==> src/rtl/wvp_pkg.sv <==
// Shared types, constants and saturation helpers for the wheel velocity controller.
`default_nettype none

package wvp_pkg;

    localparam int AddrW = 5;

    localparam logic [15:0] WrapLimit = 16'd30000;

    localparam logic [31:0] ResetSpeedScale = 32'd0;
    localparam logic [31:0] ResetDistScale  = 32'd0;
    localparam logic [30:0] ResetUpStep     = 31'd328;
    localparam logic [30:0] ResetDownStep   = 31'd328;
    localparam logic signed [31:0] ResetGainFf = 32'sd983040;
    localparam logic signed [31:0] ResetGainP  = 32'sd131072;
    localparam logic signed [31:0] ResetGainI  = 32'sd6554;
    localparam logic signed [31:0] ResetGainD  = 32'sd0;

    localparam logic signed [31:0] SatMax = 32'sh7FFF_FFFF;
    localparam logic signed [31:0] SatMin = 32'sh8000_0000;

    typedef enum logic [1:0] {
        KIND_TICK   = 2'd0,
        KIND_TARGET = 2'd1,
        KIND_START  = 2'd2,
        KIND_IGNORE = 2'd3
    } kind_t;

    typedef enum logic [2:0] {
        REG_SPEED_SCALE = 3'd0,
        REG_DIST_SCALE  = 3'd1,
        REG_UP_STEP     = 3'd2,
        REG_DOWN_STEP   = 3'd3,
        REG_GAIN_FF     = 3'd4,
        REG_GAIN_P      = 3'd5,
        REG_GAIN_I      = 3'd6,
        REG_GAIN_D      = 3'd7
    } reg_idx_t;

    typedef enum logic [2:0] {
        MUL_NONE,
        MUL_SPD,
        MUL_GAP,
        MUL_DST,
        MUL_FF,
        MUL_P,
        MUL_I,
        MUL_D
    } mul_op_t;

    typedef enum logic [3:0] {
        ST_IDLE,
        ST_PREP,
        ST_MSPD,
        ST_MGAP,
        ST_MDST,
        ST_MFF,
        ST_MP,
        ST_MI,
        ST_MD,
        ST_ACC,
        ST_FIN
    } state_t;

    typedef struct packed {
        logic [31:0]        speed_scale;
        logic [31:0]        distance_scale;
        logic [30:0]        up_step;
        logic [30:0]        down_step;
        logic signed [31:0] gain_ff;
        logic signed [31:0] gain_p;
        logic signed [31:0] gain_i;
        logic signed [31:0] gain_d;
    } cfg_t;

    typedef struct packed {
        logic    load;
        logic    prep;
        logic    err_upd;
        logic    commit;
        mul_op_t mul_op;
    } dp_cmd_t;

    function automatic logic signed [31:0] sat33(input logic signed [32:0] v);
        if (v[32] != v[31]) begin
            return v[32] ? SatMin : SatMax;
        end
        return v[31:0];
    endfunction

    function automatic logic signed [31:0] sat50(input logic signed [49:0] v);
        if ((&v[49:31]) || !(|v[49:31])) begin
            return v[31:0];
        end
        return v[49] ? SatMin : SatMax;
    endfunction

endpackage

`default_nettype wire

==> src/rtl/wvp_ctrl.sv <==
// Sequencer that steps one request through the shared-multiplier datapath.
`default_nettype none

module wvp_ctrl (
    input  wire logic       clk,
    input  wire logic       rst_n,
    input  wire logic       in_valid,
    input  wire logic [1:0] kind,
    input  wire logic       out_ready,
    output logic            in_ready,
    output logic            out_valid,
    output wvp_pkg::dp_cmd_t cmd
);
    import wvp_pkg::*;

    state_t state_reg;
    state_t state_next;
    logic   out_valid_reg;
    logic   out_valid_next;

    always_ff @(posedge clk or negedge rst_n)
    begin
        if (!rst_n)
        begin
            state_reg     <= ST_IDLE;
            out_valid_reg <= 1'b0;
        end
        else
        begin
            state_reg     <= state_next;
            out_valid_reg <= out_valid_next;
        end
    end

    always_comb
    begin
        state_next = state_reg;
        cmd        = '0;
        case (state_reg)
            ST_IDLE:
            begin
                if (in_valid)
                begin
                    cmd.load   = 1'b1;
                    state_next = (kind_t'(kind) == KIND_TICK) ? ST_PREP : ST_FIN;
                end
            end
            ST_PREP:
            begin
                cmd.prep   = 1'b1;
                state_next = ST_MSPD;
            end
            ST_MSPD:
            begin
                cmd.mul_op = MUL_SPD;
                state_next = ST_MGAP;
            end
            ST_MGAP:
            begin
                cmd.mul_op = MUL_GAP;
                state_next = ST_MDST;
            end
            ST_MDST:
            begin
                cmd.mul_op  = MUL_DST;
                cmd.err_upd = 1'b1;
                state_next  = ST_MFF;
            end
            ST_MFF:
            begin
                cmd.mul_op = MUL_FF;
                state_next = ST_MP;
            end
            ST_MP:
            begin
                cmd.mul_op = MUL_P;
                state_next = ST_MI;
            end
            ST_MI:
            begin
                cmd.mul_op = MUL_I;
                state_next = ST_MD;
            end
            ST_MD:
            begin
                cmd.mul_op = MUL_D;
                state_next = ST_ACC;
            end
            ST_ACC:
            begin
                state_next = ST_FIN;
            end
            ST_FIN:
            begin
                if (!out_valid_reg || out_ready)
                begin
                    cmd.commit = 1'b1;
                    state_next = ST_IDLE;
                end
            end
            default:
            begin
                state_next = ST_IDLE;
            end
        endcase
    end

    always_comb
    begin
        if (cmd.commit)
        begin
            out_valid_next = 1'b1;
        end
        else if (out_ready)
        begin
            out_valid_next = 1'b0;
        end
        else
        begin
            out_valid_next = out_valid_reg;
        end
    end

    assign in_ready  = (state_reg == ST_IDLE);
    assign out_valid = out_valid_reg;

endmodule

`default_nettype wire

==> config.mk <==
export PLATFORM = sky130hd
export DESIGN_NAME = wvp_ctrl
export DESIGN_NICKNAME = d
export VERILOG_FILES = /design/src/rtl/wvp_pkg.sv /design/src/rtl/wvp_ctrl.sv
export SDC_FILE = /design/constraint.sdc
export NUM_CORES = 1
export LEC_CHECK = 0
export ABC_CLOCK_PERIOD_IN_PS = 1100
export BUFFER_PORTS_ARGS = -buffer_cell sky130_fd_sc_hd__buf_2
export CAP_MARGIN = 30
export CORE_AREA = 2 2 39 41
export DETAILED_ROUTE_END_ITERATION = 12
export DIE_AREA = 0 0 41 43
export GPL_ROUTABILITY_DRIVEN = 0
export PLACE_DENSITY = 0.7
export SLEW_MARGIN = 5
export SYNTH_ARGS = -nofsm -noshare
export SYNTH_HDL_FRONTEND = slang
export SYNTH_SLANG_ARGS = --single-unit
==> constraint.sdc <==
create_clock -name clk -period 1.1 [get_ports clk]
set_input_delay 0.055 -clock clk [delete_from_list [all_inputs] [get_ports clk]]
set_output_delay 0.055 -clock clk [all_outputs]
set_load 0.02 [all_outputs]
==> results.toml <==
[status]
status = "complete, but fails checks"
violations = "setup timing"

[yosys]
syn_area_per_cell_um2 = 9.01
seq_area_frac_synth = 0.283
yosys-top-cells-area = "dfrtp_1 (28%), buf_6 (7.6%), nor2_1 (5.9%)"
synth_top_area_share = 0.283
ys_ff_latch = 5
syn_nets = 55
synthesis.area_um2 = 442
synthCells = 49
ys_async_sr_fraction = 1.00
synth_top_flop_cell = "dfrtp_1"
synth_cell_types = 26
synth.most_common_cell = "nor2_1"
synth_enable_flop_cells = 0
yosys_warnings = 0
yosysTopAreaCell = "dfrtp_1"
netlist_top_cells_count = "nor2_1 (7), dfrtp_1 (5)"

[clocking]
cts_buffers = 3
cts_max_path_buffers = 2
root_buffer = "clkbuf_4"
cts_sinks = 5
clk_pin_slew_ns = 0.05
cts_tree = "yes"
htreeDepth = 1
worstSkewPairLatency_ns = 0.25

[global_routing]
overflow = 0
grtUsageTotal = 0.168
grt_max_degree = 10
grt_pass1_vias = 412
grt_pass1_wl_um = 1980
antenna_found_initial = 0

[drt]
vias_per_cell = 4.78
drtPass1Iterations = 4
drc = 0
postRouteAntennaNets = 0
wirelength_um = 1450
wl_per_cell_um = 14.4
num_vias = 483
drt_iter0_drc = 7

[sta]
worst_slack_ns = -0.286
hold_viol_final = 0
tns_ns = -2.63
max_slew.worst_pin.slew_ns = 0.357
fmax_ghz = 0.722
holdWs_ns = 0.0814
slew_violations = 0
fin_crit_ns = 1.39
setup_viol = 11
finalCritPeriodShare = 1.26
rsz0062_at_grt = "true"
skew_ns = 0.00129
relSlewSlack = 0.761

[cells_and_area]
nets = 92
nFillCells = 123
final-seq-area_um2 = 130
multiInputGateArea_um2 = 349
area_delta_synth_final_pct = 93.5
layout-drive-gt1-share = 0.753
largest_reg_flops = 4
num_antenna_cells = 0

[floorplanning]
fp.dieArea_um2 = 1760
die_w_um = 41
die_h_um = 43
start_util = 0.319
num_io_pins = 15
core_region_area_um2 = 1380
rows = 14

[pwr]
netSwitchingPower_mw = 1.27
ir_worst_vdd_mv = 2.00
total_power_mw = 2.93
total_leakage_power_nw = 0.404
cell_internal_pwr_mw = 1.65
p_sw_frac = 0.434
clkPwrFrac = 0.078
power_density_nw_per_um2 = 3420
pwr-share-seq = 0.155
combPwrFrac = 0.767

[setup_path]
cp.required_ns = 1.27
path_max_fanout = 6
crit_type = "flop to flop"
start_kind = "flop"
cp-end-kind = "flop"
arrival_ns = 1.56

[placed_design]
io_buffer_count = 14
dp_hpwl_um = 717

[job]
max-cap-violations = 0

[hold_path]
hold_class = "input port to flop"
## power groups by stage
stage | sequential (mW) | clock, mW | combinational [mW]
floorplan | 0.350 | 0 | 1.03
global placement | 0.437 | 0 | 1.21
detailed placement | 0.444 | 0 | 1.23
CTS | 0.439 | 0.230 | 1.65
global route | 0.467 | 0.251 | 2.39
finish | 0.453 | 0.229 | 2.24
## stage by stage
step / util / area [um^2] / worst slack, ns / instances
global route: 0.618 / 855 / -0.324 / 101
floorplan: - / 452 / -0.240 / 49
detailed placement: 0.397 / 549 / -0.160 / 82
global placement: 0.397 / 549 / -0.148 / 82
CTS: 0.514 / 712 / -0.331 / 96
finish: 0.618 / 855 / -0.286 / 101
## kinds of logic after synthesis
group	synth area share
and+or+nand+nor	0.348
buffers and inverters	0.136
xor gates and xnor gates	0.0397
DFF	0.283
AOI/OAI and AO/OA	0.193
## timing repair
action,CTS,global route
setup buffers,9,6
setup endpoints to repair,12,12
resized for setup,19,27
pin swaps,5,5
endpoints found under the hold margin,5,0
hold buffers,1,0
## routing by layer
layer	up-vias	wire, um	global-route usage
li1	237	-	-
met5	-	0	0
met3	4	54	0.0366
met2	15	805	0.275
met4	0	50	0.0600
met1	227	540	0.203
## path summary, 6_finish.rpt
check	start	endpoint	slack, ns	cells after the start
setup / recovery	state_reg[2]$_DFFE_PN0P_	state_reg[1]$_DFFE_PN0P_	-0.29	5
hold / removal	out_ready	out_valid$_DFFE_PN0P_	0.08	2
max in group asynchronous	rst_n	state_reg[1]$_DFFE_PN0P_	0.80	2
setup reg to reg	state_reg[2]$_DFFE_PN0P_	state_reg[1]$_DFFE_PN0P_	-0.29	5
hold reg to reg	out_valid$_DFFE_PN0P_	out_valid$_DFFE_PN0P_	0.65	2
min in group asynchronous	rst_n	out_valid$_DFFE_PN0P_	0.16	2
## cells in the final DEF, fill, tap and decap left out, types with 2 or more instances in the layout
| master | count |
|---|---|
| buf_4 | 16 |
| buf_6 | 14 |
| buf_2 | 6 |
| nor2_1 | 5 |
| dfrtp_2 | 4 |
| o21ai_2 | 3 |
| inv_1 | 3 |
| clkbuf_4 | 3 |
| nor3_2 | 2 |
| nor4_4 | 2 |
| nor2_2 | 2 |
| nand2_1 | 2 |
| nor3_4 | 2 |
| a21oi_1 | 2 |
## critical path, cell delays in order, from the launching register on
cell and delay (ns):
dfrtp_2 0.43, buf_6 0.15, buf_6 0.14, nor4_4 0.33
nor3_2 0.10, o21ai_2 0.15
## area by class of cell
cell class                 count  share of cell area
multi-input combinational     36               0.408
timing repair buffer          37               0.372
sequential                     5               0.152
clock buffer                   4              0.0307
tap                           16              0.0234
inverter                       3              0.0132
Note: power is estimated with default switching activity, not from simulation.
