===== config.mk =====
export PLATFORM = sky130hd
export DESIGN_NAME = wvp_regs
export DESIGN_NICKNAME = d
export VERILOG_FILES = /design/src/rtl/wvp_pkg.sv /design/src/rtl/wvp_regs.sv
export SDC_FILE = /design/constraint.sdc
export NUM_CORES = 1
export LEC_CHECK = 0
export ABC_AREA = 0
export BUFFER_PORTS_ARGS = -buffer_cell sky130_fd_sc_hd__clkbuf_2
export CAP_MARGIN = 20
export CORE_ASPECT_RATIO = 0.9
export CORE_MARGIN = 1.5
export CORE_UTILIZATION = 42
export CTS_CLUSTER_DIAMETER = 200
export DETAILED_ROUTE_END_ITERATION = 12
export PLACE_DENSITY = 0.67
export SLEW_MARGIN = 15
export SYNTH_ARGS = -nofsm -noshare
export SYNTH_HDL_FRONTEND = slang
export SYNTH_SLANG_ARGS = --single-unit

===== constraint.sdc =====
create_clock -name clk -period 1.2 [get_ports clk]
set_input_delay 0.06 -clock clk [delete_from_list [all_inputs] [get_ports clk]]
set_output_delay 0.06 -clock clk [all_outputs]
set_load 0.01 [all_outputs]

===== src/rtl/wvp_pkg.sv =====
// Shared types, constants and saturation helpers for the wheel velocity controller.
`default_nettype none

package wvp_pkg;

    localparam int AddrW = 5;

    localparam logic [15:0] WrapLimit = 16'd30000;

    localparam logic [31:0] ResetSpeedScale = 32'd0;
    localparam logic [31:0] ResetDistScale  = 32'd0;
    localparam logic [30:0] ResetUpStep     = 31'd328;
    localparam logic [30:0] ResetDownStep   = 31'd328;
    localparam logic signed [31:0] ResetGainFf = 32'sd983040;
    localparam logic signed [31:0] ResetGainP  = 32'sd131072;
    localparam logic signed [31:0] ResetGainI  = 32'sd6554;
    localparam logic signed [31:0] ResetGainD  = 32'sd0;

    localparam logic signed [31:0] SatMax = 32'sh7FFF_FFFF;
    localparam logic signed [31:0] SatMin = 32'sh8000_0000;

    typedef enum logic [1:0] {
        KIND_TICK   = 2'd0,
        KIND_TARGET = 2'd1,
        KIND_START  = 2'd2,
        KIND_IGNORE = 2'd3
    } kind_t;

    typedef enum logic [2:0] {
        REG_SPEED_SCALE = 3'd0,
        REG_DIST_SCALE  = 3'd1,
        REG_UP_STEP     = 3'd2,
        REG_DOWN_STEP   = 3'd3,
        REG_GAIN_FF     = 3'd4,
        REG_GAIN_P      = 3'd5,
        REG_GAIN_I      = 3'd6,
        REG_GAIN_D      = 3'd7
    } reg_idx_t;

    typedef enum logic [2:0] {
        MUL_NONE,
        MUL_SPD,
        MUL_GAP,
        MUL_DST,
        MUL_FF,
        MUL_P,
        MUL_I,
        MUL_D
    } mul_op_t;

    typedef enum logic [3:0] {
        ST_IDLE,
        ST_PREP,
        ST_MSPD,
        ST_MGAP,
        ST_MDST,
        ST_MFF,
        ST_MP,
        ST_MI,
        ST_MD,
        ST_ACC,
        ST_FIN
    } state_t;

    typedef struct packed {
        logic [31:0]        speed_scale;
        logic [31:0]        distance_scale;
        logic [30:0]        up_step;
        logic [30:0]        down_step;
        logic signed [31:0] gain_ff;
        logic signed [31:0] gain_p;
        logic signed [31:0] gain_i;
        logic signed [31:0] gain_d;
    } cfg_t;

    typedef struct packed {
        logic    load;
        logic    prep;
        logic    err_upd;
        logic    commit;
        mul_op_t mul_op;
    } dp_cmd_t;

    function automatic logic signed [31:0] sat33(input logic signed [32:0] v);
        if (v[32] != v[31]) begin
            return v[32] ? SatMin : SatMax;
        end
        return v[31:0];
    endfunction

    function automatic logic signed [31:0] sat50(input logic signed [49:0] v);
        if ((&v[49:31]) || !(|v[49:31])) begin
            return v[31:0];
        end
        return v[49] ? SatMin : SatMax;
    endfunction

endpackage

`default_nettype wire


===== src/rtl/wvp_regs.sv =====
// Configuration register file behind the APB-style port.
`default_nettype none

module wvp_regs (
    input  wire logic                      clk,
    input  wire logic                      rst_n,
    input  wire logic                      psel,
    input  wire logic                      penable,
    input  wire logic                      pwrite,
    input  wire logic [wvp_pkg::AddrW-1:0] paddr,
    input  wire logic [31:0]               pwdata,
    output logic [31:0]                    prdata,
    output logic                           pready,
    output wvp_pkg::cfg_t                  cfg
);
    import wvp_pkg::*;

    cfg_t     cfg_reg;
    reg_idx_t idx;

    assign idx    = reg_idx_t'(paddr[AddrW-1:2]);
    assign pready = 1'b1;
    assign cfg    = cfg_reg;

    always_ff @(posedge clk or negedge rst_n)
    begin
        if (!rst_n)
        begin
            cfg_reg.speed_scale    <= ResetSpeedScale;
            cfg_reg.distance_scale <= ResetDistScale;
            cfg_reg.up_step        <= ResetUpStep;
            cfg_reg.down_step      <= ResetDownStep;
            cfg_reg.gain_ff        <= ResetGainFf;
            cfg_reg.gain_p         <= ResetGainP;
            cfg_reg.gain_i         <= ResetGainI;
            cfg_reg.gain_d         <= ResetGainD;
        end
        else if (psel && penable && pwrite && pready)
        begin
            case (idx)
                REG_SPEED_SCALE: cfg_reg.speed_scale    <= pwdata;
                REG_DIST_SCALE:  cfg_reg.distance_scale <= pwdata;
                REG_UP_STEP:     cfg_reg.up_step        <= pwdata[30:0];
                REG_DOWN_STEP:   cfg_reg.down_step      <= pwdata[30:0];
                REG_GAIN_FF:     cfg_reg.gain_ff        <= pwdata;
                REG_GAIN_P:      cfg_reg.gain_p         <= pwdata;
                REG_GAIN_I:      cfg_reg.gain_i         <= pwdata;
                REG_GAIN_D:      cfg_reg.gain_d         <= pwdata;
                default:         cfg_reg.gain_d         <= cfg_reg.gain_d;
            endcase
        end
    end

    always_comb
    begin
        case (idx)
            REG_SPEED_SCALE: prdata = cfg_reg.speed_scale;
            REG_DIST_SCALE:  prdata = cfg_reg.distance_scale;
            REG_UP_STEP:     prdata = {1'b0, cfg_reg.up_step};
            REG_DOWN_STEP:   prdata = {1'b0, cfg_reg.down_step};
            REG_GAIN_FF:     prdata = cfg_reg.gain_ff;
            REG_GAIN_P:      prdata = cfg_reg.gain_p;
            REG_GAIN_I:      prdata = cfg_reg.gain_i;
            REG_GAIN_D:      prdata = cfg_reg.gain_d;
            default:         prdata = 32'd0;
        endcase
    end

endmodule

`default_nettype wire


==> results of run 1 <==
## where the power goes
group	switching (mW)	leakage [nW]	internal [mW]	total [mW]
Sequential	1.46	3.20	10.3	11.8
Combinational	3.90	4.86	5.26	9.16
Clock	3.57	0.484	5.27	8.84
Total	8.92	8.55	20.9	29.8
## kinds of logic (layout without fill, tap and decap cells)
kind of cell           Yosys count  count (layout)  share of synthesized area (%)
AOI/OAI and AO/OA              125             125                           7.26
buffers and inverters           67             612                           3.37
DFF                            254             254                           54.5
muxes                          293             293                           27.8
other                            1               1                         0.0320
and+or+nand+nor                153             153                           7.04
## stage by stage
step | area (um^2) | instances
2_1_floorplan | 11800 | 893
3_3_place_gp | 14800 | 1622
3_5_place_dp | 14800 | 1622
4_1_cts | 16900 | 1770
5_1_grt | 17700 | 1792
6_report | 17700 | 1792
## worst paths after layout
kind                          start    endpoint  depth (start not counted)
hold / removal                rst_n    cfg[175]                          3
hold reg to reg            cfg[159]    cfg[159]                          1
max in group asynchronous     rst_n     cfg[27]                          3
min in group clk             pwrite    cfg[239]                          5
setup / recovery            cfg[58]  prdata[26]                          5
setup reg to reg           cfg[168]    cfg[168]                          3
## per-layer routing
| metal | track usage, % | vias up |
|---|---|---|
| met5 | 0 | - |
| met3 | 3.88 | 88 |
| met1 | 36.4 | 4932 |
| met4 | 7.92 | 0 |
| li1 | - | 4306 |
| met2 | 42.5 | 389 |
## cells in the final DEF, fill, tap and decap left out, drive strengths merged, types with 24 or more instances in the layout
master	Yosys	routed
a22oi	28	28
a31oi	26	26
buf	49	312
clkbuf	17	249
dfrtp	236	236
dlygate4sd3	0	35
mux2	260	260
mux2i	33	33
nand2	30	30
nand2b	51	51
nand3	25	25
nor2	36	36
o211ai	24	24
o21ai	26	26
## critical path, cell delays in order (launching register included)
cell	delay, ps
dfrtp_1	390
mux2_4	280
a22oi_2	130
a21oi_2	90
a221o_1	280
clkbuf_2	130
## final cells by class
type / instances / area (um^2)
fillers: 1994 / 9460
flip-flops and latches: 254 / 6380
multi-input cells: 572 / 5140
repair buffers: 559 / 4780
clock buffers: 38 / 830
well taps: 354 / 443
clock inverters: 14 / 133
inverters: 1 / 3.75
## what timing repair did
| item | 4_1_cts | 5_1_grt |
|---|---|---|
| gates resized for setup | 102 | 254 |
| hold buffers | 36 | 0 |
| pin swaps | 23 | 17 |
| setup buffers | 62 | 49 |
| hold endpoints to repair | 505 | 0 |
| setup endpoints to repair | 74 | 146 |
==> results.ini, run 1 <==
[placed_design]
gp_congestion = 0.819
port_buffers = 325
dp_slack_ps = -353
dpl.hpwl_mm = 26.0

[yosys]
synth_common_cells = mux2_2 (248), dfrtp_1 (236), nand2b_1 (51)
synth_nets = 935
netlist_instances = 893
seq_area_frac_synth_pct = 54.5
async_flop_share_pct = 100
synth_flop_cell = dfrtp_1
synth_top_area_share_pct = 50.4
synth_area_um2 = 11700
synth.largest_area_cell = dfrtp_1
synth_edf_count = 0
ys_top_cells_by_area = dfrtp_1 (50%), mux2_2 (24%), dfstp_2 (4.0%), mux2i_1 (2.8%), nand2b_1 (2.7%)
synth.distinct_cells = 41
yosysMostFrequentCell = mux2_2
syn_avg_cell_area_um2 = 13.1
yosysWarningCount = 0
ys_ff_latch = 254

[global_route]
antenna_found_initial = 0
gr-total-overflow = 0
grt_pass1_vias = 9812
grt_usage_pct = 26.2
grt_pass1_wl_mm = 58.0
grt_max_degree = 45

[worst_setup_path]
worstPathArrival_ps = 1830
reg2reg_slack_ps = 180
cp-start-kind = flip-flop
critPathMaxFanout = 2
crit_type = reg -> out
cp.required_ps = 1140
endpoint_kind = output port

[route]
drtIter0Drc = 715
avgRoutedWirePerCell_um = 21.9
first_pass_iters = 5
route.detailed.drc = 0
num_vias = 9715
top_layer = met4
m1WireLength_mm = 17.1
finalWirelength_mm = 39.2
avgViaCountPerCell = 5.42
antenna_left = 0
met3_length_mm = 2.50
met2_length_mm = 18.5

[finish]
drive_above_1_share_pct = 60.9
area_delta_synth_final_pct = 51.3
fin_nets = 1458
antenna_cells = 0
largest_reg_flops = 254
final_util_pct = 65.2

[pwr]
ir_drop_v = 0.00100
total_power_mw = 29.8
p_leak_nw = 8.55
p_per_area_nw_per_um2 = 1680

[die]
die_height_um = 161
die-area_um2 = 28900
coreArea_um2 = 27200
rows = 57
ioPinCount = 329
die_x_um = 179
initial_core_util_pct = 43.1

[timing]
setup_tns_ps = -18390
hold_viol = 0
setup_viol = 126
whs_ps = 199
skew_ps = 0
slew_headroom_pct = 43.3
tightest_slew_ps = 849
rsz0062_at_grt = yes
slew_violations = 0
min_period_ps = 1890
fmax_mhz = 528
period_share_pct = 158
setup_slack_ps = -694

[worst_hold_path]
min_path_type = in -> async

[cts]
cts_buffers = 28
ctsLongestPathBuffers = 3
htree_levels = 1
insertion_delay_ps = 540
cts.sinks = 254
cts_root_buffer = clkbuf_16
path_clk_slew_ps = 60
cts_tree = yes

[job]
drv_cap = 0

[run_status]
violations = setup timing
outcome = finished with violations

Note: power is estimated with default switching activity, not from simulation.
==> run 2: changes to the inputs <==
Settings changed: SKIP_CTS_REPAIR_TIMING set to 1.
==> results.ini, run 2 (synthesized netlist as in run 1, its figures left out) <==
[run_status]
outcome = finished with violations
violations = setup timing

[finish]
drive_above_1_share_pct = 59.7  ; -1.2 points
regArea_um2 = 6380  ; unchanged
fin_nets = 1413  ; -3.1%
multi_input_area_um2 = 5120  ; -0.34%
largest_reg_flops = 254  ; unchanged
final_cell_mix = clkbuf_2 (254), mux2_2 (240), dfrtp_1 (235)
fin_cells = 1747  ; -2.5%
antenna_cells = 0  ; unchanged
area_delta_synth_final_pct = 43.3
nFillCells = 2103  ; +5.5%
final_common_cell = clkbuf_2

[placed_design]
dpl.hpwl_mm = 26.0  ; unchanged
gp_congestion = 0.819  ; unchanged
port_buffers = 325  ; unchanged
placed_cells = 1622  ; unchanged

[worst_setup_path]
worstPathArrival_ps = 1830  ; about the same
cp.required_ps = 1140  ; about the same
critPathMaxFanout = 2  ; unchanged
reg2reg_slack_ps = 190  ; about the same
cp-start-kind = flip-flop
endpoint_kind = output port
crit_type = reg -> out

[timing]
hold_viol = 0  ; unchanged
rsz0062_at_grt = yes
setup_viol = 102  ; -19%
setup_tns_ps = -16830  ; +1560 ps
min_period_ps = 1890  ; -6.90 ps
setup_slack_ps = -687  ; +6.90 ps
skew_ps = 0  ; unchanged
fmax_mhz = 530  ; +0.37%
slew_violations = 0  ; unchanged
period_share_pct = 157  ; -0.58 points

[die]
die-area_um2 = 28900  ; unchanged
coreArea_um2 = 27200  ; unchanged
ioPinCount = 329  ; unchanged
die_height_um = 161  ; unchanged
die_x_um = 179  ; unchanged
initial_core_util_pct = 43.1  ; unchanged
rows = 57  ; unchanged

[global_route]
antenna_found_initial = 0  ; unchanged
grt_usage_pct = 25.0  ; -1.3 points
grt_pass1_wl_mm = 55.2  ; -4.7%
grt_pass1_vias = 9246  ; -5.8%
gr-total-overflow = 0  ; unchanged
grt_max_degree = 45  ; unchanged

[pwr]
p_per_area_nw_per_um2 = 1700  ; +0.73%
p_leak_nw = 8.15  ; -4.7%
ir_drop_v = 0.000987  ; -1.7%

[route]
avgViaCountPerCell = 5.37  ; -0.91%
num_vias = 9385  ; -3.4%
first_pass_iters = 5  ; unchanged
antenna_left = 0  ; unchanged
drtIter0Drc = 605  ; -15%
finalWirelength_mm = 37.4  ; -4.7%
route.detailed.drc = 0  ; unchanged
avgRoutedWirePerCell_um = 21.4  ; -2.2%

[worst_hold_path]
min_path_type = in -> async

[cts]
cts_buffers = 28  ; unchanged
cts_tree = yes
ctsLongestPathBuffers = 3  ; unchanged
path_clk_slew_ps = 60  ; about the same
cts_root_buffer = clkbuf_16
cts.sinks = 254  ; unchanged
htree_levels = 1  ; unchanged
insertion_delay_ps = 530  ; about the same

[job]
drv_cap = 0  ; unchanged

## run 2: cell types whose count changed in the layout (fill, tap and decap cells not counted), sizes merged
cell	delta
dlymetal6s2s	-1
clkbuf	+43
dlygate4sd3	-2
buf	-85
## run 2: report_power, final
group	leakage [nW]	total, mW	internal (mW)	switching, mW
Combinational	4.46	7.82	4.25	3.57
Sequential	3.20	11.8	10.3	1.45
Clock	0.484	8.82	5.27	3.54
## run 2: path summary, 6_finish.rpt
kind | startpoint | endpoint | cells after the start
max | cfg[24] | prdata[24] | 5
min | rst_n | cfg[17] | 2
max reg2reg | cfg[242] | cfg[242] | 3
min reg2reg | cfg[159] | cfg[159] | 1
max in group asynchronous | rst_n | cfg[192] | 3
min in group clk | paddr[3] | cfg[176] | 5
## run 2: final cells by class
cell class,count,share of cell area [%]
inverters,1,0.0224
clock buffers,38,4.95
well taps,354,2.64
repair buffers,514,23.0
multi-input cells,572,30.5
flip-flops and latches,254,38.0
clock inverters,14,0.791
## run 2: stage by stage
| step | hold WS (ps) | power [mW] | setup WS (ps) | instance area (um^2) | utilization (%) |
|---|---|---|---|---|---|
| 6_report | 13.9 | 28.4 | -687 | 16800 | 61.7 |
| 2_1_floorplan | -236 | 15.0 | -55.4 | 11800 | - |
| 3_5_place_dp | -23.5 | 18.7 | -353 | 14800 | 54.3 |
| 5_1_grt | 19.4 | 29.8 | -824 | 16800 | 61.7 |
| 3_3_place_gp | -31.0 | 18.5 | -314 | 14800 | 54.3 |
| 4_1_cts | -600 | 27.6 | -731 | 15700 | 57.8 |
## run 2: critical path, cell delays in order (launching register included)
cell	delay, ps
dfrtp_1	370
mux2_2	270
a22oi_2	150
a21oi_2	80
a221o_1	290
clkbuf_2	130
## run 2: routing by layer
layer / wire [um] / GRT usage, % / up-vias
li1: - / - / 4206
met3: 2290 / 4.17 / 63
met1: 16400 / 34.8 / 4763
met2: 17800 / 40.0 / 353
met4: 891 / 7.20 / 0
met5: 0 / 0 / -
